===== config.mk =====
export PLATFORM = sky130hd
export DESIGN_NAME = ehht_front
export DESIGN_NICKNAME = d
export VERILOG_FILES = /design/src/rtl/ehht_pkg.sv /design/src/rtl/ehht_front.sv
export SDC_FILE = /design/constraint.sdc
export NUM_CORES = 1
export LEC_CHECK = 0
export ABC_AREA = 1
export ABC_CLOCK_PERIOD_IN_PS = 17700
export BUFFER_PORTS_ARGS = -buffer_cell sky130_fd_sc_hd__buf_4
export CAP_MARGIN = 30
export CORE_ASPECT_RATIO = 0.5
export CORE_MARGIN = 5
export CORE_UTILIZATION = 61
export DETAILED_ROUTE_END_ITERATION = 6
export PLACE_DENSITY_LB_ADDON = 0.08
export SYNTH_ARGS = -nofsm -noshare
export SYNTH_HDL_FRONTEND = slang
export SYNTH_SLANG_ARGS = --single-unit

===== constraint.sdc =====
create_clock -name clk -period 17.7 [get_ports clk]
set_clock_uncertainty 0.05 [all_clocks]
set_input_delay 3.54 -clock clk [delete_from_list [all_inputs] [get_ports clk]]
set_output_delay 3.54 -clock clk [all_outputs]
set_load 0.05 [all_outputs]

===== src/rtl/ehht_pkg.sv =====
// shared types and constants for the event handler hash table
package ehht_pkg;

    localparam int KEY_W  = 39;
    localparam int WORD_W = 32;

    localparam logic [2:0] ST_UPDATED  = 3'd0;
    localparam logic [2:0] ST_INSERTED = 3'd1;
    localparam logic [2:0] ST_FULL     = 3'd2;
    localparam logic [2:0] ST_HIT      = 3'd3;
    localparam logic [2:0] ST_MISS     = 3'd4;

    typedef struct packed {
        logic              lookup;
        logic [KEY_W-1:0]  key;
        logic [WORD_W-1:0] handler;
        logic [WORD_W-1:0] client;
        logic [WORD_W-1:0] bound;
    } req_t;

endpackage


===== src/rtl/ehht_front.sv =====
// front end: request capture and home slot hashing
module ehht_front #(
    parameter int TABLE_SIZE = 1021,
    parameter int IDX_W      = 10
) (
    input  logic                  clk,
    input  logic                  rst_n,
    input  logic                  take,
    input  ehht_pkg::req_t        req,
    input  logic                  q_free,
    output logic                  q_push,
    output ehht_pkg::req_t        q_req,
    output logic [IDX_W-1:0]      q_home,
    output logic                  idle
);

    localparam logic [2:0] F_IDLE  = 3'd0;
    localparam logic [2:0] F_MUL   = 3'd1;
    localparam logic [2:0] F_FOLD  = 3'd2;
    localparam logic [2:0] F_RECIP = 3'd3;
    localparam logic [2:0] F_SUB   = 3'd4;
    localparam logic [2:0] F_OUT   = 3'd5;

    localparam int          SUM_W = 26;
    localparam int          SHR   = SUM_W + $clog2(TABLE_SIZE);
    localparam logic [63:0] TS64  = 64'(TABLE_SIZE);
    localparam logic [11:0] C1    = 12'((64'd1 << 12) % TS64);
    localparam logic [11:0] C2    = 12'((64'd1 << 24) % TS64);
    localparam logic [11:0] C3    = 12'((64'd1 << 36) % TS64);
    localparam logic [26:0] RECIP = 27'(((64'd1 << SHR) + TS64 - 64'd1) / TS64);

    logic [2:0]           state_reg, state_next;
    ehht_pkg::req_t       req_reg;
    logic [38:0]          prod_reg;
    logic [25:0]          sum_reg;
    logic [25:0]          quot_reg;
    logic [12:0]          rem_reg;
    logic [52:0]          scaled;

    assign scaled = 53'(sum_reg) * 53'(RECIP);
    assign idle   = (state_reg == F_IDLE);
    assign q_push = (state_reg == F_OUT) && q_free;
    assign q_req  = req_reg;
    assign q_home = rem_reg[IDX_W-1:0];

    always_comb
    begin
        state_next = state_reg;
        unique case (state_reg)
            F_IDLE:  if (take) state_next = F_MUL;
            F_MUL:   state_next = F_FOLD;
            F_FOLD:  state_next = F_RECIP;
            F_RECIP: state_next = F_SUB;
            F_SUB:   state_next = F_OUT;
            F_OUT:   if (q_free) state_next = F_IDLE;
            default: state_next = F_IDLE;
        endcase
    end

    always_ff @(posedge clk or negedge rst_n)
    begin
        if (!rst_n)
        begin
            state_reg <= F_IDLE;
        end
        else
        begin
            state_reg <= state_next;
        end
    end

    // fold 12 bit digits of the product, then reciprocal reduction
    always_ff @(posedge clk)
    begin
        if (state_reg == F_IDLE && take)
        begin
            req_reg <= req;
        end
        if (state_reg == F_MUL)
        begin
            prod_reg <= 39'(req_reg.key[38:32]) * 39'(req_reg.key[31:0]);
        end
        if (state_reg == F_FOLD)
        begin
            sum_reg <= 26'(prod_reg[11:0])
                     + 26'(prod_reg[23:12]) * 26'(C1)
                     + 26'(prod_reg[35:24]) * 26'(C2)
                     + 26'(prod_reg[38:36]) * 26'(C3);
        end
        if (state_reg == F_RECIP)
        begin
            quot_reg <= 26'(scaled >> SHR);
        end
        if (state_reg == F_SUB)
        begin
            rem_reg <= 13'(sum_reg - quot_reg * 26'(TABLE_SIZE));
        end
    end

endmodule


Yosys cells after proc, flatten, opt, wreduce, memory -nomap -nowiden
Index checks and enable logic that the tools add are counted.

Register bits: 227. Bits of input ports: 140. Output and inout bits: 148. Word-level logic and storage cells: 34.

Add/sub/neg operators: 4. Multiply operators: 6. Eq/ne operators: 7. Multiplexer cells: 3. Reductions and logical operators: 4.

Operator list (count): multiplier 22 x 26 -> 48 bit, second input constant (1); multiplier 7 x 32 -> 39 bit (1); adder 21 x 13 -> 22 bit (1); adder 17 x 20 -> 21 bit (1); one-hot mux 3 bit (6 select lines) (1); adder 12 x 16 -> 17 bit (1); multiplier 17 x 10 -> 10 bit, second input constant (1); multiplier 12 x 4 -> 16 bit, second input constant (1); multiplier 12 x 2 -> 14 bit, second input constant (1); multiplier 3 x 10 -> 13 bit, second input constant (1); subtractor 10 bit (1); == test 3 x 2 -> 1 bit, second input constant (2); == test 3 bit, second input constant (2); two-way mux 3 bit (2); inequality test 2 bit, second input constant (2); == test 3 x 1 -> 1 bit, second input constant (1); logical NOT 3 bit (1); logical AND 1 bit (2); AND reduction 2 bit (1).

Logic depth before layout (Yosys ltp)
Gate-level depths: netlist (run 1).

Depth in word-level cells: 4. Depth in mapped cells: 25. Depth with buffers taken out: 25.

Worst setup path after synthesis (run 1)
No wires, ideal clock.

Path kind: in2reg. Start: input take. End: register req_reg (netlist bit q_req[0]) (enable). Setup time: 965 ps. Arrival: 16328 ps. Data required time: 16685 ps. Slack: 358 ps. Cell stages on the path: 2. Buffers on the path: 0. Path through: inv_1 -> nor4_1.

Word-level cells in the longest chain between the ends: 1.

Ends and longest elaborated chain: start, declared (line ehht_front.sv:8) `input logic take,`; logical AND 1 bit (line ehht_front.sv:75) `if (state_reg == F_IDLE && take)`; end signal, assigned (line ehht_front.sv:77) `req_reg <= req;`; end, declared (line ehht_front.sv:33) `ehht_pkg::req_t req_reg;`.

No other way between the ends. A chain may end at the register's enable or synchronous reset.

Worst setup path in the final report (run 1)
Start: input q_free. End: output q_push.

Word-level cells in the longest chain between the ends: 1.

Ends and longest elaborated chain: start, declared (line ehht_front.sv:10) `input logic q_free,`; logical AND 1 bit (line ehht_front.sv:42) `assign q_push = (state_reg == F_OUT) && q_free;`; end, declared (line ehht_front.sv:11) `output logic q_push,`.

No other way between the ends.

==> results of run 1 <==
==> worst reg2reg max path: stages (launching register included) <==
cell,delay [ps]
edfxtp_1,750
buf_4,370
nand2_1,100
inv_1,90
fa_1,440
fa_1,520
fa_1,560
inv_1,60
fa_1,530
inv_1,40
ha_1,410
nand2_2,120
o21ai_0,300
a21oi_1,140
o21ai_1,150
nand3_1,130
nand2_1,130
xor2_1,250
==> kinds of logic after synthesis <==
kind of cell | share of synthesized area (%)
XOR/XNOR | 2.955
adder cells (fa/ha/maj) | 38.40
flip-flops | 27.67
buffers and inverters | 11.10
AND/OR/NAND/NOR | 14.08
AO/OA/AOI/OAI | 5.804
==> layer usage <==
metal  GRT usage, %  share of wire [%]  routed length (µm)
met1          35.51                 42               24080
met2          46.69                 48               27650
met3          6.667                7.4                4293
met4          6.687                2.9                1660
met5              0                  0                   0
==> final cells by class <==
cell class / instances / area (µm²) / share of cell area [%]
Tap cell: 530 / 663.1 / 2.430
Antenna cell: 1 / 2.502 / 0.009171
Timing Repair Buffer: 299 / 2272 / 8.327
Multi-Input combinational cell: 1711 / 14540 / 53.28
Inverter: 679 / 2549 / 9.341
Clock buffer: 27 / 569.3 / 2.086
Sequential cell: 219 / 6561 / 24.05
Clock inverter: 12 / 130.1 / 0.4769
==> layout by cell type, fill, tap and decap left out, types with 23 or more instances in the layout <==
cell	n
a21oi_1	122
buf_4	297
edfxtp_1	216
fa_1	243
ha_1	339
inv_1	673
nand2_1	532
nand3_1	63
nor2_1	124
o21ai_0	60
xnor2_1	23
xor2_1	57
==> metrics by stage <==
| step | hold WS [ps] | std cells |
|---|---|---|
| after detailed placement | 500.2 | 3438 |
| after floorplan | 473.2 | 2631 |
| after CTS | 515.7 | 3477 |
| after global placement | 488.8 | 3435 |
| after global routing | 533.1 | 3478 |
| final | 511.6 | 3478 |
==> final timing paths <==
kind	endpoint	slack [ps]	depth (start not counted)
max in group asynchronous	state_reg[2]	14780	1
worst max-delay path	q_push	10060	4
worst min-delay path	sum_reg[0]	510	1
worst max register to register	prod_reg[32]	12380	17
worst min register to register	sum_reg[0]	510	1
min in group asynchronous	state_reg[1]	2730	1
==> out/qor.txt, run 1 <==
antenna-violating nets left: 0
Placed Instance Area: 26580 µm²
vias in the first global route: 18585
synth warn: 0
CP peak stage delay: 230 ps
ratio of cells with drive above 1 in the final layout: 12.69%
Initial Util: 61.33%
Critical Path Sink Type: output pin
status: complete, no violations
CTS Sinks: 219
H-tree depth: 1
max reg flops: 136
fillers: 3095
Crit path max-delay family: buffers and inverters
setup TNS: 0 ps
number of synthesized flops with an enable pin: 216
Hold Buf Count CTS: 0
Top FF cell, synth: edfxtp_1
initial antenna violation count: 1
Fmax: 130.9 MHz
Critical Path AT: 4050 ps
most common cell in the netlist: inv_1
crit path from: q_free
worst hold start: prod_reg[0]
GP Congestion: 0.9488
Gate Count Post-Synth: 2631
period utilisation layout: 43.16%
CP max-delay cell: buf_4
cts bufs inserted: 22
Worst R2R Start: q_req[133]
Worst Slack Setup Final: 10060 ps
share of Yosys cell area claimed by the top area cell type: 27.35%
CORE AREA: 38670 µm²
post-CTS setup buffers: 0
hpwl dp: 48160 µm
routed wire length: 57680 µm
critical path required time: 14110 ps
grt ovf: 0
cell mode on critical path: buf_4
Hold Vio Cnt, Final: 0
syn nets: 3353
residual DRC count: 0
# port buffers: 287
Die Ht: 149.4 µm
final instance area: 27290 µm²
cell taking the most area after synthesis: edfxtp_1
CP Cell Sequence: buf_4 > inv_1 > nor3_1 > buf_4
Pre-antenna DRT Iters: 5
Reg clk slew, reported paths: 60 ps
Longest Clk Path Bufs: 3
pre-CTS setup slack: 10070 ps
die area: 43160 µm²
fin crit period: 7639 ps
area grow syn2layout: 15.06%
routed vias/inst: 5.169
# rows: 51
pin count of the biggest net entering global routing: 73
Final Setup Violations: 0
worst hold path class: flop to flop
crit start category: primary input
first-pass GRT wire length: 93900 µm
Worst-Margin Slew: 991.4 ps
RSZ-0062 raised after global routing: false
critical path class: primary input to output pin
largest fanout on the critical path: 2
Via Count: 17978
width of the die: 288.8 µm
cts repair resizes: 0
Slew Viols, Final: 0
I/O Pins: 288
Util after Layout: 70.56%
register area share after synthesis: 27.67%
Final #Nets: 3654
top cells by area, synth: edfxtp_1, fa_1, ha_1, inv_1, nand2_1
root buf cell: clkbuf_16
post-synthesis area per instance: 9.014 µm²
post-synth cell types: 43
Clk Latency, worst-skew pair: 540 ps
DR WL/cell: 16.58 µm
1st-iter DRT viols: 1034
Slew HR: 33.75%
GRT Overall Usage: 27.31%
Post-synth top cells: inv_1, nand2_1, ha_1
ys async rst share: 1.370%
Max-Cap Viols: 0
synthesized cell area: 23720 µm²
FF+latch count, synth: 219
CP Buf/Inv Count: 3
CTS tree: done
Power of run 1 is not shown: default switching activity piles up to over one toggle a cycle in this logic, so the estimate is an artifact.
==> run 2: changes to the inputs <==
--- a/config.mk
+++ b/config.mk
@@ -6,7 +6,7 @@
 export NUM_CORES = 1
 export LEC_CHECK = 0
 export ABC_AREA = 1
-export ABC_CLOCK_PERIOD_IN_PS = 17700
+export ABC_CLOCK_PERIOD_IN_PS = 7800
 export BUFFER_PORTS_ARGS = -buffer_cell sky130_fd_sc_hd__buf_4
 export CAP_MARGIN = 30
 export CORE_ASPECT_RATIO = 0.5
==> constraint.sdc (replaced) <==
create_clock -name clk -period 7.8 [get_ports clk]
set_clock_uncertainty 0.05 [all_clocks]
set_input_delay 1.56 -clock clk [delete_from_list [all_inputs] [get_ports clk]]
set_output_delay 1.56 -clock clk [all_outputs]
set_load 0.05 [all_outputs]
==> run 2 against run 1 <==
Net effect:
- first-iteration DRC count up 23%
- non-clock buffer count up 1
- hold slack worse by 12 ps
- critical path type is now flop to flop
==> out/qor.txt, run 2 (synthesis gave the netlist of run 1 again) <==
status: complete, no violations
hpwl dp: 48650 µm (+1.0%)
Die Ht: 149.4 µm (unchanged)
crit start category: flop
fin crit period: 5333 ps
GRT Overall Usage: 28.02% (+0.72 points)
Pre-antenna DRT Iters: 6 (+1)
Clk Latency, worst-skew pair: 560 ps (+20 ps)
CP max-delay cell: edfxtp_1
# port buffers: 287 (unchanged)
Critical Path AT: 5580 ps (+1530 ps)
CP Buf/Inv Count: 6 (+3)
CP Cell Sequence: buf_4 > nand2_1 > inv_1 > fa_1 > fa_1 > fa_1 > inv_1 > fa_1 > inv_1 > ha_1 > nand2_1 > nor2_1 > inv_1 > nor2_1 > inv_1 > nor3_2 > nand4_1 > nand4_1 > nand2_1
CTS tree: done
CORE AREA: 38670 µm² (unchanged)
setup TNS: 0 ps (unchanged)
Initial Util: 61.33% (unchanged)
Longest Clk Path Bufs: 3 (unchanged)
largest fanout on the critical path: 20 (+18)
most common cell after layout, fill and taps aside: inv_1
area grow syn2layout: 15.86%
R2R Setup Slk: 2470 ps (-9910 ps)
CTS Sinks: 219 (unchanged)
Reg clk slew, reported paths: 70 ps (about the same)
period utilisation layout: 68.37%
residual DRC count: 0 (unchanged)
final cell count without fillers: 3485 (+0.20%)
Fmax: 187.5 MHz
Critical Path Stages: 19 (+15)
cts bufs inserted: 23 (+4.5%)
Final Setup Violations: 0 (unchanged)
placed cell count: 3439 (+0.029%)
root buf cell: clkbuf_16
routed vias/inst: 5.211 (+0.80%)
CP peak stage delay: 670 ps (+440 ps)
worst hold start: prod_reg[0]
Slew HR: 35.76% (+2.0 points)
routed wire length: 59280 µm (+2.8%)
1st-iter DRT viols: 1267 (+23%)
Crit path max-delay family: adder cells
vias in the first global route: 18750 (+0.89%)
critical path required time: 8050 ps (-6060 ps)
critical path class: flop to flop
ratio of cells with drive above 1 in the final layout: 12.98% (+0.29 points)
DR WL/cell: 17.01 µm (+2.6%)
most frequent cells in the layout: inv_1, nand2_1, ha_1
Reg2Reg Depth: 19 (+2)
die area: 43160 µm² (unchanged)
worst reg2reg endpoint: prod_reg[37]
RSZ-0062 raised after global routing: false
worst hold path class: flop to flop
GP Congestion: 0.9426 (-0.65%)
CP endpoint: prod_reg[37]
cell mode on critical path: inv_1
post-CTS setup buffers: 0 (unchanged)
pin count of the biggest net entering global routing: 76 (+4.1%)
Hold Buf Count CTS: 0 (unchanged)
Final #Nets: 3656 (+0.055%)
initial antenna violation count: 4 (+3)
crit path from: q_req[133]
width of the die: 288.8 µm (unchanged)
antenna-violating nets left: 0 (unchanged)
first-pass GRT wire length: 96080 µm (+2.3%)
Worst R2R Start: q_req[133]
Worst-Margin Slew: 963.6 ps (-27.77 ps)
Max-Cap Viols: 0 (unchanged)
Via Count: 18159 (+1.0%)
max reg flops: 136 (unchanged)
Slew Viols, Final: 0 (unchanged)
Critical Path Sink Type: flop
cts repair resizes: 0 (unchanged)
I/O Pins: 288 (unchanged)
grt ovf: 0 (unchanged)
Hold Vio Cnt, Final: 0 (unchanged)
H-tree depth: 1 (unchanged)
# rows: 51 (unchanged)
run 2: worst register-to-register path, cell delays in order, from the launching register on:
cell and delay, ps:
edfxtp_1 670, buf_4 370, nand2_1 100, inv_1 90, fa_1 440, fa_1 530, fa_1 550, inv_1 60
fa_1 520, inv_1 40, ha_1 410, nand2_1 140, nor2_1 170, inv_1 80, nor2_1 150, inv_1 90
nor3_2 170, nand4_1 230, nand4_1 180, nand2_1 70
run 2: per-stage QoR:
step           hold WS, ps  util [%]  worst slack [ps]  instance area (µm²)
5_1_grt              527.9     71.05              2174                27470
3_5_place_dp         489.1     68.77              2586                26590
6_report             499.7     71.05              2467                27480
4_1_cts              503.6     71.03              2545                27470
2_1_floorplan        475.8         -              1367                23730
3_3_place_gp         489.4     68.66              2692                26550
run 2: how the worst min path moves through the flow:
stage | to | depth (start not counted)
3_3_place_gp | sum_reg[0] | 1
4_1_cts | sum_reg[0] | 1
5_1_grt | sum_reg[0] | 1
6_report | sum_reg[0] | 1
3_5_place_dp | sum_reg[0] | 1
2_1_floorplan | sum_reg[0] | 1
run 2: final cells by class:
cell class	instances	area (µm²)
multi-input cells	1711	14550
fillers	3091	11190
flip-flops and latches	219	6561
inverters	679	2549
repair buffers	300	2272
well taps	530	663.1
clock buffers	28	634.4
clock inverters	14	239.0
diodes	4	10.01
run 2: routing by layer:
metal	routed length [µm]	part of all wire [%]	track usage, %	up-vias
li1	-	-	-	8850
met1	25720	43	38.19	8671
met2	27870	47	46.46	552
met3	4300	7.3	6.423	84
met4	1385	2.3	6.304	2
met5	7	0.012	0	-
Power of run 2 is left out for the same reason.
==> run 3: changes to the inputs <==
--- a/config.mk
+++ b/config.mk
@@ -6,7 +6,7 @@
 export NUM_CORES = 1
 export LEC_CHECK = 0
 export ABC_AREA = 1
-export ABC_CLOCK_PERIOD_IN_PS = 7800
+export ABC_CLOCK_PERIOD_IN_PS = 5500
 export BUFFER_PORTS_ARGS = -buffer_cell sky130_fd_sc_hd__buf_4
 export CAP_MARGIN = 30
 export CORE_ASPECT_RATIO = 0.5
==> constraint.sdc (replaced) <==
create_clock -name clk -period 5.5 [get_ports clk]
set_clock_uncertainty 0.05 [all_clocks]
set_input_delay 1.1 -clock clk [delete_from_list [all_inputs] [get_ports clk]]
set_output_delay 1.1 -clock clk [all_outputs]
set_load 0.05 [all_outputs]
==> run 3 against run 2 <==
Net effect:
- via count increased by 0.26%
- flip-flop and latch count is the same
- utilization grew 0.15 points
- die area unchanged
- critical path depth is the same
- routed wire length grew 0.33%
- the flow now finishes with violations (DRC)
- global-route usage shrank 0.064 points
- sequential share of layout area about the same
- cell count is 0.49% higher
- count of clock-buffer cells in the layout is 3 lower
- register-to-register slack worse by 2200 ps
==> out/qor.txt, run 3 (synthesis gave the netlist of run 1 again) <==
status: finished, violations left
failing checks: DRC
H-tree depth: 1 (unchanged)
Final Setup Violations: 0 (unchanged)
most frequent cells in the layout: inv_1, nand2_1, ha_1
max reg flops: 136 (unchanged)
final cell count without fillers: 3502 (+0.49%)
1st-iter DRT viols: 1131 (-11%)
width of the die: 288.8 µm (unchanged)
cell mode on critical path: inv_1
# port buffers: 287 (unchanged)
Longest Clk Path Bufs: 3 (unchanged)
CP peak stage delay: 800 ps (+130 ps)
Via Count: 18206 (+0.26%)
die area: 43160 µm² (unchanged)
pin count of the biggest net entering global routing: 64 (-16%)
crit start category: flop
antenna-violating nets left: 0 (unchanged)
Fmax: 192.0 MHz (+2.4%)
Worst-Margin Slew: 854.6 ps (-109.0 ps)
Hold Vio Cnt, Final: 0 (unchanged)
Die Ht: 149.4 µm (unchanged)
worst hold path class: primary input to async pin
GP Congestion: 0.9210 (-2.3%)
largest fanout on the critical path: 16 (-20%)
hpwl dp: 49860 µm (+2.5%)
CTS tree: done
CTS Sinks: 219 (unchanged)
Util after Layout: 71.20% (+0.15 points)
# rows: 51 (unchanged)
fillers: 3090 (-0.032%)
Slew Viols, Final: 0 (unchanged)
routed vias/inst: 5.199 (-0.23%)
Final #Nets: 3676 (+0.55%)
Pre-antenna DRT Iters: 7 (+1)
CORE AREA: 38670 µm² (unchanged)
fin crit period: 5207 ps (-125.5 ps)
critical path required time: 5750 ps (-2300 ps)
Critical Path Sink Type: flop
DR WL/cell: 16.98 µm (-0.16%)
placed cell count: 3451 (+0.35%)
I/O Pins: 288 (unchanged)
first-pass GRT wire length: 95690 µm (-0.41%)
Initial Util: 61.33% (unchanged)
Max-Cap Viols: 0 (unchanged)
GRT Overall Usage: 27.96% (-0.064 points)
cts repair resizes: 0 (unchanged)
vias in the first global route: 18910 (+0.85%)
RSZ-0062 raised after global routing: false
Hold Buf Count CTS: 0 (unchanged)
critical path class: flop to flop
CP Cell Sequence: buf_4 > nand2_1 > inv_1 > fa_1 > fa_1 > fa_1 > inv_1 > fa_1 > inv_1 > ha_1 > nand2_1 > nor2_1 > inv_1 > nor2_1 > inv_1 > nor3_2 > nand3_1 > nand4_1 > nand2_1
ratio of cells with drive above 1 in the final layout: 13.34% (+0.36 points)
Slew HR: 42.60% (+6.8 points)
residual DRC count: 5 (+5)
area grow syn2layout: 16.10%
root buf cell: clkbuf_16
Critical Path AT: 5460 ps (-120 ps)
cts bufs inserted: 23 (unchanged)
Clk Latency, worst-skew pair: 550 ps (about the same)
period utilisation layout: 94.68% (+26 points)
Reg clk slew, reported paths: 70 ps (about the same)
final instance area: 27530 µm² (+0.21%)
most common cell after layout, fill and taps aside: inv_1
grt ovf: 0 (unchanged)
initial antenna violation count: 3 (-1)
Placed Instance Area: 26740 µm² (+0.54%)
routed wire length: 59480 µm (+0.33%)
CP max-delay cell: edfxtp_1
## run 3: cell count changes in the layout (fill, tap and decap cells not counted), moves of 4 or more
| cell | change |
|---|---|
| buf_4 | +14 |
| buf_12 | +6 |
| clkinv_1 | +5 |
| bufinv_16 | -4 |
| clkbuf_8 | -4 |
## run 3: stage by stage
step | setup TNS [ps] | worst slack (ps) | hold slack, ps
after floorplan | -54240 | -398.8 | 475.8
after global placement | 0 | 332.3 | 487.2
after detailed placement | 0 | 277.8 | 499.3
after CTS | 0 | 274.0 | 256.3
after global routing | 0 | 70.99 | 264.1
final | 0 | 292.7 | 281.3
## run 3: worst paths after layout
path | from | end | slack (ps) | depth (start not counted)
max | q_req[129] | prod_reg[36] | 290 | 19
min reg2reg | prod_reg[0] | sum_reg[0] | 510 | 1
max reg2reg | q_req[129] | prod_reg[36] | 290 | 19
max in group asynchronous | rst_n | state_reg[2] | 5030 | 1
min | rst_n | state_reg[1] | 280 | 1
min in group clk | prod_reg[0] | sum_reg[0] | 510 | 1
## run 3: repair_timing
action / 4_1_cts / 5_1_grt
endpoints found under the setup margin: 0 / 1
endpoints found under the hold margin: 0 / 0
buffers inserted: 0 / 8
## run 3: final cells by class
cell class | instances | area, µm² | share of cell area (%)
clock inverters | 15 | 122.6 | 0.4453
multi-input cells | 1711 | 14550 | 52.84
well taps | 530 | 663.1 | 2.408
inverters | 679 | 2551 | 9.266
repair buffers | 320 | 2497 | 9.070
diodes | 3 | 7.507 | 0.02727
clock buffers | 25 | 583.1 | 2.118
flip-flops and latches | 219 | 6561 | 23.83
## run 3: critical path: cells and delay by family (launching register included)
family | cells | cell delay, ps
buffers and inverters | 6 | 670
and+or+nand+nor | 8 | 1080
adders and majority gates | 5 | 2340
DFF | 1 | 800
## run 3: per-layer routing
metal / part of all wire, % / up-vias / track usage (%)
li1: - / 8880 / -
met1: 42 / 8641 / 36.73
met2: 47 / 586 / 47.09
met3: 7.6 / 99 / 6.941
met4: 2.7 / 0 / 7.215
met5: 0 / - / 0
Power of run 3 is left out for the same reason.
