[src/rtl/ehht_pkg.sv]
// shared types and constants for the event handler hash table
package ehht_pkg;

    localparam int KEY_W  = 39;
    localparam int WORD_W = 32;

    localparam logic [2:0] ST_UPDATED  = 3'd0;
    localparam logic [2:0] ST_INSERTED = 3'd1;
    localparam logic [2:0] ST_FULL     = 3'd2;
    localparam logic [2:0] ST_HIT      = 3'd3;
    localparam logic [2:0] ST_MISS     = 3'd4;

    typedef struct packed {
        logic              lookup;
        logic [KEY_W-1:0]  key;
        logic [WORD_W-1:0] handler;
        logic [WORD_W-1:0] client;
        logic [WORD_W-1:0] bound;
    } req_t;

endpackage

[src/rtl/ehht_queue.sv]
// two entry queue between hashing and probing
module ehht_queue #(
    parameter int IDX_W = 10
) (
    input  logic                  clk,
    input  logic                  rst_n,
    input  logic                  push,
    input  ehht_pkg::req_t        in_req,
    input  logic [IDX_W-1:0]      in_home,
    input  logic                  pop,
    output logic                  free,
    output logic                  avail,
    output ehht_pkg::req_t        out_req,
    output logic [IDX_W-1:0]      out_home
);

    ehht_pkg::req_t    req_q [2];
    logic [IDX_W-1:0]  home_q [2];
    logic              wp_reg, rp_reg;
    logic [1:0]        cnt_reg;

    assign free     = (cnt_reg != 2'd2);
    assign avail    = (cnt_reg != 2'd0);
    assign out_req  = req_q[rp_reg];
    assign out_home = home_q[rp_reg];

    always_ff @(posedge clk or negedge rst_n)
    begin
        if (!rst_n)
        begin
            wp_reg  <= 1'b0;
            rp_reg  <= 1'b0;
            cnt_reg <= 2'd0;
        end
        else
        begin
            if (push) wp_reg <= ~wp_reg;
            if (pop) rp_reg <= ~rp_reg;
            cnt_reg <= cnt_reg + 2'(push) - 2'(pop);
        end
    end

    always_ff @(posedge clk)
    begin
        if (push)
        begin
            req_q[wp_reg]  <= in_req;
            home_q[wp_reg] <= in_home;
        end
    end

endmodule

[config.mk]
export PLATFORM = sky130hd
export DESIGN_NAME = ehht_queue
export DESIGN_NICKNAME = d
export VERILOG_FILES = /design/src/rtl/ehht_pkg.sv /design/src/rtl/ehht_queue.sv
export SDC_FILE = /design/constraint.sdc
export NUM_CORES = 1
export LEC_CHECK = 0
export BUFFER_PORTS_ARGS = -buffer_cell sky130_fd_sc_hd__buf_4
export CELL_PAD_IN_SITES_DETAIL_PLACEMENT = 1
export CELL_PAD_IN_SITES_GLOBAL_PLACEMENT = 1
export CORE_UTILIZATION = 47
export CTS_CLUSTER_SIZE = 14
export DETAILED_ROUTE_END_ITERATION = 16
export PLACE_DENSITY_LB_ADDON = 0.08
export SLEW_MARGIN = 20
export SYNTH_ARGS = -nofsm -noshare
export SYNTH_HDL_FRONTEND = slang
export SYNTH_SLANG_ARGS = --single-unit
[constraint.sdc]
create_clock -name clk -period 11.4 [get_ports clk]
set_input_delay 1.71 -clock clk [delete_from_list [all_inputs] [get_ports clk]]
set_output_delay 1.71 -clock clk [all_outputs]
set_load 0.01 [all_outputs]
Yosys cells after proc, flatten, opt, wreduce, memory -nomap -nowiden --
Memories as Yosys holds them, arrays and structs flattened. Cells that the tools add are included.
Operators by class: eq/ne operators 1, reduce and logical (&&, ||, !) cells 1, shift-type cells 0, multipliers 0, mux-type cells 2, $lt $le $gt $ge 0, div/mod/pow operators 0, bitwise logic cells 2, add/sub/neg operators 2
Operator list (count):
- adder 2 x 1 -> 2 bit | 1
- two-way mux 1 bit | 2
- inequality test 2 bit (second input constant) | 1
- NOT 1 bit | 2
- nonzero test 2 bit | 1
- subtractor 2 x 1 -> 2 bit | 1
Storage, ports and cells: bits in writable memories 292, bits of input ports 150, memory bits (read-only) 0, logic and storage cells 13, register bits 4, output and inout port bits 148, memories 2, latch bits 0
Memory list:
- req_q | words 2, bits a word 136, read ports 1, clocked after Yosys merged registers in 0, wr ports 1, RTL line ehht_queue.sv:17 | ehht_pkg::req_t req_q [2];
- home_q | words 2, bits a word 10, read ports 1, clocked after Yosys merged registers in 0, wr ports 1, RTL line ehht_queue.sv:18 | logic [IDX_W-1:0] home_q [2];

Longest topological paths before layout --
Gate-level depths: netlist of the first run.
depth in word-level cells 2, mapped depth 5, depth with buffers taken out 5

Worst setup path after synthesis of the first run --
Ideal clock, no wire load.
path kind input port to flip-flop, from input push, to memory home_q[0][0], enable pin, library setup time 0.671 ns, data required time 10.729 ns, cell stages on the path 1, data arrival time 8.027 ns, buffers on the path 0, setup slack 2.702 ns, cell sequence nor2b_1
On the way: longest elaborated chain between the ends 2
RTL lines:
- start: declaration | RTL line ehht_queue.sv:7 | input logic push,
- two-way mux 1 bit | RTL line ehht_queue.sv:45 | if (push)
- two-way mux 1 bit (not written as such) | RTL line ehht_queue.sv:48 | home_q[wp_reg] <= in_home;
- end: declaration | RTL line ehht_queue.sv:18
Every way passes these cells.

==> results of run 1 <==
power breakdown:
group | internal [W] | switching [W] | leakage, nW
sequential | 0.00145 | 0.0000938 | 2.79
clock | 0.000521 | 0.000376 | 0.428
combinational | 0.000546 | 0.000492 | 2.09
total | 0.00252 | 0.000961 | 5.30
stage by stage:
| stage | total power, W | cell area [sq um] | util (%) | cells | hold slack, ps |
|---|---|---|---|---|---|
| final | 0.00348 | 14100 | 62.7 | 1094 | 559 |
| after global routing | 0.00363 | 14100 | 62.7 | 1094 | 582 |
| after CTS | 0.00353 | 14100 | 62.6 | 1094 | 563 |
| after detailed placement | 0.00262 | 13200 | 58.7 | 1039 | 552 |
| after global placement | 0.00258 | 13200 | 58.7 | 1039 | 529 |
| after floorplan | 0.00217 | 10800 | - | 469 | 455 |
Yosys cell counts:
library cell / number
sky130_fd_sc_hd__mux2_2: 146
sky130_fd_sc_hd__ha_1: 2
sky130_fd_sc_hd__edfxtp_1: 292
sky130_fd_sc_hd__and2_1: 1
sky130_fd_sc_hd__dfrtp_1: 4
sky130_fd_sc_hd__inv_1: 2
sky130_fd_sc_hd__xor3_1: 1
sky130_fd_sc_hd__or2_2: 1
sky130_fd_sc_hd__nand2b_1: 1
sky130_fd_sc_hd__buf_6: 15
sky130_fd_sc_hd__xor2_1: 2
sky130_fd_sc_hd__buf_2: 1
sky130_fd_sc_hd__nor2b_1: 1
final timing paths:
| path | to | slack [ps] |
|---|---|---|
| max in group asynchronous | rp_reg | 10320 |
| worst max-delay path | out_req[88] | 6730 |
| worst max register to register | req_q[1][133] | 8780 |
| min in group asynchronous | rp_reg | 960 |
| worst min-delay path | wp_reg | 560 |
| worst min register to register | wp_reg | 560 |
per-layer routing:
metal / global-route usage [%] / wire, microns / vias to the layer above
met2: 34.9 / 12000 / 193
met4: 6.43 / 623 / 0
met3: 6.72 / 1900 / 42
li1: - / - / 2501
met1: 21.1 / 8290 / 2697
met5: 0 / 0 / -
area by class of cell:
cell class / count / area share (%)
Clock buffer: 45 / 5.86
Clock inverter: 10 / 0.487
Inverter: 2 / 0.0531
Multi-Input combinational cell: 155 / 12.3
Sequential cell: 296 / 62.7
Tap cell: 285 / 2.52
Timing Repair Buffer: 301 / 16.0
critical path: stages, from the launching register on:
cell and delay, ps:
sky130_fd_sc_hd__dfrtp_4 970, sky130_fd_sc_hd__buf_6 720, sky130_fd_sc_hd__mux2_2 430, sky130_fd_sc_hd__buf_4 150
kinds of logic (layout without fill, tap and decap cells):
group,after synthesis,count (layout)
multiplexers,146,146
XOR/XNOR,3,3
buffers and inverters,18,358
AND/OR/NAND/NOR,4,4
flip-flops,296,296
adder cells (fa/ha/maj),2,2
==> impl_metrics.sql, run 1 <==
INSERT INTO impl_metrics (metric_group, metric, value, unit) VALUES
('outcome', 'outcome', 'finished, final reports clean', ''),
('global_route', 'grt_pass1_wl', '34.5', 'mm'),
('yosys', 'synth_top_family_by_area', 'multiplexers', ''),
('yosys', 'post_synth_fa_ha_maj_area_fraction', '0.232', '%'),
('detailed_routing', 'route.detailed.wl_per_inst', '20.8', 'microns'),
('yosys', 'netlist-cell-type-count', '13', ''),
('yosys', 'mappedNetlistNets', '621', ''),
('detailed_routing', 'vias', '5433', ''),
('yosys', 'ys_ff_latch', '296', ''),
('place', 'detailedPlacementHpwl', '15.0', 'mm'),
('setup_path', 'source_of_the_worst_register_to_register_timing_path', 'wp_reg', ''),
('timing', 'maxSlewViolCount', '0', ''),
('place', 'dpl_worst_slack', '6990', 'ps'),
('pwr', 'leakagePower', '5.30', 'nW'),
('clock_tree', 'resize_count_post_cts', '0', ''),
('detailed_routing', 'drc', '0', ''),
('detailed_routing', 'first_pass_iters', '4', ''),
('finish', 'fillcell_total', '1980', ''),
('timing', 'skew', '11.5', 'ps'),
('timing', 'timing.final.crit_period', '4670', 'ps'),
('timing', 'maxSlewHeadroom', '32.3', '%'),
('setup_path', 'rr_worst_depth', '2', ''),
('clock_tree', 'postCtsSetupRepairBufs', '0', ''),
('setup_path', 'cp.arrival', '2960', 'ps'),
('floorplan', 'placementRows', '55', ''),
('floorplan', 'boundaryPins', '298', ''),
('yosys', 'ys.warnings.count', '0', ''),
('clock_tree', 'clock_sink_count', '296', ''),
('setup_path', 'timing.setup.critical_path_class', 'reg2out', ''),
('clock_tree', 'tritoncts.num_buffers', '31', ''),
('clock_tree', 'number_of_hold_buffers_added_after_cts', '0', ''),
('clock_tree', 'clock_tree.buffer_depth', '3', ''),
('detailed_routing', 'dr.first_iter.drc_count', '263', ''),
('yosys', 'syn_avg_cell_area', '23.0', 'sq um'),
('floorplan', 'coreArea', '0.0226', 'sq mm'),
('floorplan', 'die-width', '153', 'microns'),
('global_route', 'grt_overflow_total', '0', ''),
('hold_path', 'worst_hold_path.num_cells', '1', ''),
('hold_path', 'worst_hold_startpoint', 'wp_reg', ''),
('timing', 'final.setup.tns', '0', 'ps'),
('yosys', 'post_synthesis_compound_gate_area_fraction', '0', '%'),
('detailed_routing', 'vias_per_cell', '4.97', ''),
('yosys', 'synth_simple_gate_area_share', '0.232', '%'),
('detailed_routing', 'drt_wl_total', '22.8', 'mm'),
('setup_path', 'worstSetupStartpointType', 'flop', ''),
('finish', 'layout.cells.most_common_list', 'sky130_fd_sc_hd__buf_4 (300), sky130_fd_sc_hd__edfxtp_1 (292), sky130_fd_sc_hd__mux2_2 (146)', ''),
('yosys', 'cells_after_synth', '469', ''),
('hold_path', 'path_class_of_the_lowest_slack_min_delay_path', 'reg2reg', ''),
('yosys', 'yosysSeqAreaShare', '82.2', '%'),
('yosys', 'yosys_top_cell_area_share', '81.3', '%'),
('clock_tree', 'cts_htree_levels', '1', ''),
('clock_tree', 'clock-root-buffer', 'sky130_fd_sc_hd__clkbuf_16', ''),
('pwr', 'peak_supply_drop', '155', 'uV'),
('finish', 'final_common_cell', 'sky130_fd_sc_hd__buf_4', ''),
('yosys', 'post_synth_design_cell_area', '0.0108', 'sq mm'),
('global_route', 'first_global_vias', '6104', ''),
('floorplan', 'floorplan.initialDensity', '47.8', '%'),
('timing', 'rsz0062_at_grt', 'false', ''),
('timing', 'fmax', '214', 'MHz'),
('global_route', 'antenna_found_initial', '0', ''),
('finish', 'layout-drive-gt1-share', '60.0', '%'),
('yosys', 'ys_top_cells_by_area', 'sky130_fd_sc_hd__edfxtp_1 (81%), sky130_fd_sc_hd__mux2_2 (15%), sky130_fd_sc_hd__buf_6 (1.6%)', ''),
('timing', 'setup_violations', '0', ''),
('yosys', 'xor_xnor_share_of_the_synthesized_area', '0.383', '%'),
('detailed_routing', 'postRouteAntennaNets', '0', ''),
('global_route', 'maximum_number_of_pins_on_one_net_before_global_route_repair', '87', ''),
('timing', 'final-hold-violation-count', '0', ''),
('finish', 'layout.area.seq', '0.00887', 'sq mm'),
('pwr', 'power.density_cell_area', '246', 'mW/mm^2'),
('clock_tree', 'path_clk_slew', '60', 'ps'),
('timing', 'max_slew.worst_pin.slew', '1020', 'ps');
Note: power is estimated with default switching activity, not from simulation.
==> run 2: changes to the inputs <==
--- a/config.mk
+++ b/config.mk
@@ -8,7 +8,7 @@
 export BUFFER_PORTS_ARGS = -buffer_cell sky130_fd_sc_hd__buf_4
 export CELL_PAD_IN_SITES_DETAIL_PLACEMENT = 1
 export CELL_PAD_IN_SITES_GLOBAL_PLACEMENT = 1
-export CORE_UTILIZATION = 47
+export CORE_UTILIZATION = 44
 export CTS_CLUSTER_SIZE = 14
 export DETAILED_ROUTE_END_ITERATION = 16
 export PLACE_DENSITY_LB_ADDON = 0.08
==> constraint.sdc (replaced) <==
create_clock -name clk -period 4.4 [get_ports clk]
set_input_delay 0.66 -clock clk [delete_from_list [all_inputs] [get_ports clk]]
set_output_delay 0.66 -clock clk [all_outputs]
set_load 0.01 [all_outputs]
==> run 2 against run 1 <==
- critical path depth did not move
- wire length down 1.5%
- clock skew is 5.2 ps lower
==> impl_metrics.sql, run 2 (synthesis gave the netlist of run 1 again) <==
INSERT INTO impl_metrics (metric_group, metric, value, unit) VALUES
('place', 'placedCellCount', '1075', ''),
('setup_path', 'timing.setup.critical_path_class', 'reg2out', ''),
('setup_path', 'crit_chain', 'buf_12 -> mux2_2 -> buf_4', ''),
('clock_tree', 'clk_latency', '530', 'ps'),
('finish', 'design.final.nets', '942', ''),
('detailed_routing', 'route.detailed.wl_per_inst', '19.9', 'microns'),
('clock_tree', 'clock-root-buffer', 'sky130_fd_sc_hd__clkbuf_16', ''),
('flow_run', 'max_cap_violations', '0', ''),
('timing', 'rsz0062_at_grt', 'false', ''),
('finish', 'layout.cells.most_common_list', 'sky130_fd_sc_hd__buf_4 (300), sky130_fd_sc_hd__edfxtp_1 (292), sky130_fd_sc_hd__mux2_2 (146)', ''),
('clock_tree', 'tritoncts', 'yes', ''),
('setup_path', 'cp.arrival', '2560', 'ps'),
('setup_path', 'worstSetupStartpointType', 'flop', ''),
('timing', 'maxSlewHeadroom', '39.1', '%'),
('finish', 'area_growth', '32.2', '%'),
('global_route', 'total_routing_usage_gr', '17.4', '%'),
('finish', 'diodes', '0', ''),
('timing', 'final-hold-violation-count', '0', ''),
('hold_path', 'path_class_of_the_lowest_slack_min_delay_path', 'in2reg', ''),
('pwr', 'power.density_cell_area', '636', 'mW/mm^2'),
('detailed_routing', 'vias', '5435', ''),
('detailed_routing', 'postRouteAntennaNets', '0', ''),
('floorplan', 'floorplan.initialDensity', '45.4', '%'),
('setup_path', 'critical_path.top_delay_family', 'flip-flops', ''),
('finish', 'finish.instance_area', '0.0143', 'sq mm'),
('floorplan', 'coreArea', '0.0238', 'sq mm'),
('detailed_routing', 'dr.first_iter.drc_count', '168', ''),
('finish', 'final_common_cell', 'sky130_fd_sc_hd__buf_4', ''),
('timing', 'setup_violations', '0', ''),
('setup_path', 'critPathSlowestCell', 'sky130_fd_sc_hd__dfrtp_4', ''),
('global_route', 'maximum_number_of_pins_on_one_net_before_global_route_repair', '82', ''),
('outcome', 'outcome', 'finished, final reports clean', ''),
('timing', 'timing.final.crit_share', '73.3', '%'),
('global_route', 'first_global_vias', '5939', ''),
('floorplan', 'die_h', '159', 'microns'),
('setup_path', 'cp_data_required_time', '3740', 'ps'),
('clock_tree', 'clock_tree.buffer_depth', '3', ''),
('floorplan', 'design.die.area', '0.0251', 'sq mm'),
('place', 'placed_cell_area', '0.0133', 'sq mm'),
('detailed_routing', 'first_pass_iters', '4', ''),
('clock_tree', 'tritoncts.num_buffers', '31', ''),
('clock_tree', 'resize_count_post_cts', '0', ''),
('timing', 'max_slew.worst_pin.slew', '914', 'ps'),
('global_route', 'grt_pass1_wl', '32.4', 'mm'),
('global_route', 'grt_overflow_total', '0', ''),
('pwr', 'peak_supply_drop', '418', 'uV'),
('pwr', 'p_total', '0.00907', 'W'),
('floorplan', 'boundaryPins', '298', ''),
('clock_tree', 'cts_htree_levels', '1', ''),
('floorplan', 'placementRows', '56', ''),
('global_route', 'antenna_found_initial', '0', ''),
('clock_tree', 'number_of_hold_buffers_added_after_cts', '1', ''),
('place', 'finalWeightedCongestion', '0.762', ''),
('detailed_routing', 'vias_per_cell', '4.81', ''),
('clock_tree', 'clock_sink_count', '296', ''),
('pwr', 'leakagePower', '5.35', 'nW'),
('timing', 'timing.final.crit_period', '3220', 'ps'),
('setup_path', 'timing.critical_path.to_type', 'output pin', ''),
('setup_path', 'path_max_fanout', '68', ''),
('clock_tree', 'path_clk_slew', '60', 'ps'),
('timing', 'final.setup.tns', '0', 'ps'),
('place', 'number_of_port_buffers', '297', ''),
('timing', 'fmax', '310', 'MHz'),
('finish', 'largest_register_ffs', '272', ''),
('setup_path', 'critical_path.max_stage_delay', '950', 'ps'),
('detailed_routing', 'drt_wl_total', '22.5', 'mm'),
('setup_path', 'cp_num_buf_inv', '2', ''),
('detailed_routing', 'drc', '0', ''),
('floorplan', 'die-width', '159', 'microns'),
('timing', 'skew', '6.25', 'ps'),
('timing', 'maxSlewViolCount', '0', ''),
('clock_tree', 'postCtsSetupRepairBufs', '0', ''),
('finish', 'layout-drive-gt1-share', '60.9', '%'),
('finish', 'instances_no_fill', '1129', '');
[run 2: cell count changes in the layout (fill, tap and decap cells not counted)]
cell	delta
sky130_fd_sc_hd__clkinvlp_4	-1
sky130_fd_sc_hd__buf_12	+2
sky130_fd_sc_hd__clkbuf_1	-9
sky130_fd_sc_hd__bufinv_16	+1
sky130_fd_sc_hd__inv_6	+1
sky130_fd_sc_hd__clkinv_2	+5
sky130_fd_sc_hd__clkinv_1	+1
sky130_fd_sc_hd__dlygate4sd3_1	+1
[run 2: final cells by class]
class                           instances  area, sq um
Clock buffer                           36          795
Clock inverter                         17          129
Fill cell                            2105         9490
Inverter                                2         7.51
Multi-Input combinational cell        155         1750
Sequential cell                       296         8870
Tap cell                              319          399
Timing Repair Buffer                  304         2310
[run 2: path summary, 6_finish.rpt]
check | startpoint | endpoint | slack [ps] | depth (start not counted)
setup / recovery | rp_reg | out_req[91] | 1180 | 3
hold / removal | in_req[83] | req_q[1][83] | 300 | 1
setup reg to reg | wp_reg | req_q[1][91] | 2600 | 2
hold reg to reg | wp_reg | wp_reg | 550 | 1
max in group asynchronous | rst_n | rp_reg | 3810 | 2
min in group asynchronous | rst_n | rp_reg | 470 | 2
[run 2: metrics by stage]
stage | hold WS, ps | setup slack [ps] | util [%]
2_1_floorplan | 364 | 1120 | -
3_3_place_gp | 457 | 1740 | 56.1
3_5_place_dp | 460 | 1730 | 56.1
4_1_cts | 276 | 1130 | 60.0
5_1_grt | 274 | 1030 | 60.0
6_report | 303 | 1180 | 60.0
[run 2: worst register-to-register path: cells and delay by family (launching register included)]
| family | cells | cell delay [ps] |
|---|---|---|
| DFF | 1 | 430 |
| buffers and inverters | 1 | 590 |
| and+or+nand+nor | 1 | 370 |
[run 2: routing by layer]
layer / track usage, % / share of wire [%]
met5: 0 / 0
met4: 5.13 / 1.7
met3: 6.40 / 9.8
met2: 29.8 / 51
met1: 20.4 / 38
[run 2: report_power, final]
group / internal [W] / switching (W) / total [W]
combinational: 0.00144 / 0.00128 / 0.00272
clock: 0.00139 / 0.000981 / 0.00237
sequential: 0.00375 / 0.000228 / 0.00397
total: 0.00658 / 0.00249 / 0.00907
==> run 3: changes to the inputs <==
--- a/config.mk
+++ b/config.mk
@@ -5,10 +5,11 @@
 export SDC_FILE = /design/constraint.sdc
 export NUM_CORES = 1
 export LEC_CHECK = 0
+export ABC_AREA = 1
 export BUFFER_PORTS_ARGS = -buffer_cell sky130_fd_sc_hd__buf_4
 export CELL_PAD_IN_SITES_DETAIL_PLACEMENT = 1
 export CELL_PAD_IN_SITES_GLOBAL_PLACEMENT = 1
-export CORE_UTILIZATION = 44
+export CORE_UTILIZATION = 38
 export CTS_CLUSTER_SIZE = 14
 export DETAILED_ROUTE_END_ITERATION = 16
 export PLACE_DENSITY_LB_ADDON = 0.08
==> constraint.sdc (replaced) <==
create_clock -name clk -period 2.8 [get_ports clk]
set_input_delay 0.42 -clock clk [delete_from_list [all_inputs] [get_ports clk]]
set_output_delay 0.42 -clock clk [all_outputs]
set_load 0.01 [all_outputs]
==> run 3 against run 2 <==
- sequential power up 55%
- die area up 18%
- register-to-register slack worse by 1300 ps
- synthesized cell count up 68%
- clock skew up 3.9 ps
==> impl_metrics.sql, run 3 <==
INSERT INTO impl_metrics (metric_group, metric, value, unit) VALUES
('outcome', 'outcome', 'finished, final reports clean', ''),
('place', 'detailedPlacementHpwl', '16.9', 'mm'),
('setup_path', 'critical_path.endpoint', 'out_req[58]', ''),
('setup_path', 'timing.critical_path.to_type', 'output pin', ''),
('clock_tree', 'number_of_hold_buffers_added_after_cts', '1', ''),
('yosys', 'library_cell_with_the_largest_summed_area_after_synthesis', 'sky130_fd_sc_hd__edfxtp_1', ''),
('timing', 'maxSlewHeadroom', '56.0', '%'),
('detailed_routing', 'vias_per_cell', '4.50', ''),
('floorplan', 'coreArea', '0.0281', 'sq mm'),
('floorplan', 'die_h', '172', 'microns'),
('pwr', 'leakagePower', '6.19', 'nW'),
('yosys', 'yosys_most_used_dff', 'sky130_fd_sc_hd__edfxtp_1', ''),
('setup_path', 'cp_data_required_time', '2380', 'ps'),
('global_route', 'grtUsageMet2', '28.5', '%'),
('timing', 'max_slew.worst_pin.slew', '659', 'ps'),
('yosys', 'cells_after_synth', '787', ''),
('timing', 'skew', '10.2', 'ps'),
('setup_path', 'worstSetupStartpointType', 'flop', ''),
('finish', 'final_common_cell', 'sky130_fd_sc_hd__buf_4', ''),
('setup_path', 'rr_worst_depth', '2', ''),
('detailed_routing', 'vias', '6767', ''),
('hold_path', 'worst_hold_startpoint', 'in_home[0]', ''),
('yosys', 'yosys_top_cell_area_share', '79.8', '%'),
('pwr', 'peak_supply_drop', '584', 'uV'),
('timing', 'worst_hold_slack', '102', 'ps'),
('setup_path', 'cp.arrival', '1950', 'ps'),
('global_route', 'globalRouteMet1Util', '19.4', '%'),
('setup_path', 'timing.setup.critical_path_class', 'reg2out', ''),
('global_route', 'grt_pass1_wl', '37.3', 'mm'),
('floorplan', 'boundaryPins', '298', ''),
('timing', 'rsz0062_at_grt', 'false', ''),
('clock_tree', 'tritoncts.num_buffers', '34', ''),
('setup_path', 'worstSetupStartpoint', 'rp_reg', ''),
('timing', 'timing.final.crit_share', '84.6', '%'),
('detailed_routing', 'postRouteAntennaNets', '0', ''),
('yosys', 'ys.warnings.count', '0', ''),
('timing', 'fmax', '422', 'MHz'),
('setup_path', 'critical_path.reg2reg.endpoint', 'req_q[0][60]', ''),
('yosys', 'post_synth_design_cell_area', '0.0110', 'sq mm'),
('timing', 'setup_violations', '0', ''),
('clock_tree', 'clock_tree.buffer_depth', '3', ''),
('yosys', 'ys_top_cells_by_area', 'sky130_fd_sc_hd__edfxtp_1 (80%), sky130_fd_sc_hd__o21ai_0 (6.6%), sky130_fd_sc_hd__nand2_1 (5.3%)', ''),
('hold_path', 'path_class_of_the_lowest_slack_min_delay_path', 'in2reg', ''),
('finish', 'layout.cells.most_common_list', 'sky130_fd_sc_hd__buf_4 (302), sky130_fd_sc_hd__edfxtp_1 (292), sky130_fd_sc_hd__nand2_1 (153)', ''),
('floorplan', 'floorplan.initialDensity', '39.1', '%'),
('setup_path', 'source_of_the_worst_register_to_register_timing_path', 'wp_reg', ''),
('setup_path', 'ff2ff_setup_slack', '1270', 'ps'),
('finish', 'finish.instance_area', '0.0148', 'sq mm'),
('pwr', 'power.density_cell_area', '1020', 'mW/mm^2'),
('finish', 'layout-drive-gt1-share', '31.7', '%'),
('global_route', 'gr-usage-met3', '5.88', '%'),
('clock_tree', 'clk_latency', '490', 'ps'),
('yosys', 'mappedNetlistNets', '939', ''),
('detailed_routing', 'drt_wl_total', '25.1', 'mm'),
('yosys', 'syn_avg_cell_area', '14.0', 'sq um'),
('flow_run', 'max_cap_violations', '0', ''),
('floorplan', 'die-width', '172', 'microns'),
('yosys', 'synth-edff-count', '292', ''),
('yosys', 'yosys.cell_count.top_type', 'sky130_fd_sc_hd__edfxtp_1', ''),
('floorplan', 'design.die.area', '0.0296', 'sq mm'),
('timing', 'final.setup.worst_slack', '431', 'ps'),
('clock_tree', 'resize_count_post_cts', '0', ''),
('global_route', 'maximum_number_of_pins_on_one_net_before_global_route_repair', '101', ''),
('timing', 'maxSlewViolCount', '0', ''),
('clock_tree', 'clock_sink_count', '296', ''),
('clock_tree', 'tritoncts', 'yes', ''),
('timing', 'final-hold-violation-count', '0', ''),
('yosys', 'netlist-cell-type-count', '12', ''),
('clock_tree', 'path_clk_slew', '60', 'ps'),
('timing', 'timing.final.crit_period', '2370', 'ps'),
('global_route', 'grt_overflow_total', '0', ''),
('place', 'finalWeightedCongestion', '0.715', ''),
('detailed_routing', 'first_pass_iters', '4', ''),
('detailed_routing', 'drc', '0', ''),
('finish', 'area_growth', '34.3', '%'),
('setup_path', 'path_max_fanout', '36', ''),
('finish', 'largest_register_ffs', '272', ''),
('detailed_routing', 'route.detailed.wl_per_inst', '16.7', 'microns'),
('yosys', 'synth.cells.most_frequent', 'sky130_fd_sc_hd__edfxtp_1 (292), sky130_fd_sc_hd__nand2_1 (154), sky130_fd_sc_hd__inv_1 (153)', ''),
('clock_tree', 'cts_htree_levels', '2', ''),
('clock_tree', 'clock-root-buffer', 'sky130_fd_sc_hd__clkbuf_16', ''),
('floorplan', 'placementRows', '61', ''),
('place', 'number_of_port_buffers', '297', ''),
('global_route', 'grt_busiest_layer', 'met2', ''),
('yosys', 'yosysSeqAreaShare', '80.7', '%'),
('global_route', 'antenna_found_initial', '1', ''),
('place', 'placed_cell_area', '0.0137', 'sq mm'),
('yosys', 'ys_ff_latch', '296', ''),
('yosys', 'fraction_of_registers_with_async_set_reset', '1.35', '%'),
('global_route', 'total_routing_usage_gr', '16.7', '%'),
('finish', 'design.final.nets', '1252', ''),
('clock_tree', 'postCtsSetupRepairBufs', '0', ''),
('global_route', 'first_global_vias', '6960', ''),
('detailed_routing', 'dr.first_iter.drc_count', '286', ''),
('place', 'dpl_worst_slack', '924', 'ps');
run 3: cell types whose count changed in the layout (fill, tap and decap cells not counted), moves of 2 or more:
| cell | change |
|---|---|
| sky130_fd_sc_hd__clkbuf_1 | +4 |
| sky130_fd_sc_hd__inv_1 | +149 |
| sky130_fd_sc_hd__clkbuf_16 | +6 |
| sky130_fd_sc_hd__buf_4 | +2 |
| sky130_fd_sc_hd__diode_2 | +2 |
| sky130_fd_sc_hd__nand2_1 | +153 |
| sky130_fd_sc_hd__mux2_2 | -146 |
| sky130_fd_sc_hd__o21ai_0 | +146 |
| sky130_fd_sc_hd__buf_12 | +4 |
run 3: worst min path at each step:
stage                         to  cells past startpoint  slack (ps)
floorplan             cnt_reg[0]                      0         120
global placement      cnt_reg[0]                      1         220
detailed placement    cnt_reg[0]                      1         220
CTS                 home_q[0][0]                      1          80
global route        req_q[1][64]                      1          90
finish              home_q[0][0]                      1         100
run 3: cell type report:
class | count | area (sq um)
diodes | 2 | 5.00
fillers | 2960 | 13300
repair buffers | 309 | 2400
well taps | 378 | 473
multi-input cells | 306 | 1370
clock inverters | 14 | 85.1
clock buffers | 46 | 960
inverters | 153 | 591
flip-flops and latches | 296 | 8870
run 3: stage by stage:
| step | power (W) | setup TNS [ps] | utilization, % | std cells |
|---|---|---|---|---|
| 5_1_grt | 0.0159 | 0 | 52.5 | 1502 |
| 2_1_floorplan | 0.00853 | -66660 | - | 787 |
| 4_1_cts | 0.0153 | 0 | 52.5 | 1502 |
| 3_5_place_dp | 0.0111 | 0 | 48.8 | 1441 |
| 6_report | 0.0150 | 0 | 52.5 | 1504 |
| 3_3_place_gp | 0.0110 | 0 | 48.8 | 1441 |
run 3: routing by layer:
| metal | routed length (microns) | part of all wire [%] | vias up |
|---|---|---|---|
| met3 | 2250 | 9.0 | 49 |
| met1 | 9960 | 40 | 3232 |
| met2 | 12300 | 49 | 202 |
| met5 | 9 | 0.036 | - |
| met4 | 610 | 2.4 | 2 |
| li1 | - | - | 3282 |
run 3: worst max-delay path, cell delays in order (launching register included):
cell and delay [ps]:
sky130_fd_sc_hd__dfrtp_4 660, sky130_fd_sc_hd__buf_4 380, sky130_fd_sc_hd__nand2_1 110, sky130_fd_sc_hd__o21ai_0 110, sky130_fd_sc_hd__buf_4 160
run 3: kinds of logic after synthesis:
group / after synthesis / synth area share [%]
flops: 296 / 80.7
buf+inv: 185 / 6.91
simple gates: 156 / 5.34
compound gates: 146 / 6.65
xor+xnor: 2 / 0.159
fa+ha+maj: 2 / 0.228
run 3: power by group:
part           internal [W]  switching (W)  leakage (nW)
sequential          0.00589       0.000274          2.79
combinational       0.00200        0.00275          2.89
clock               0.00248        0.00163         0.513
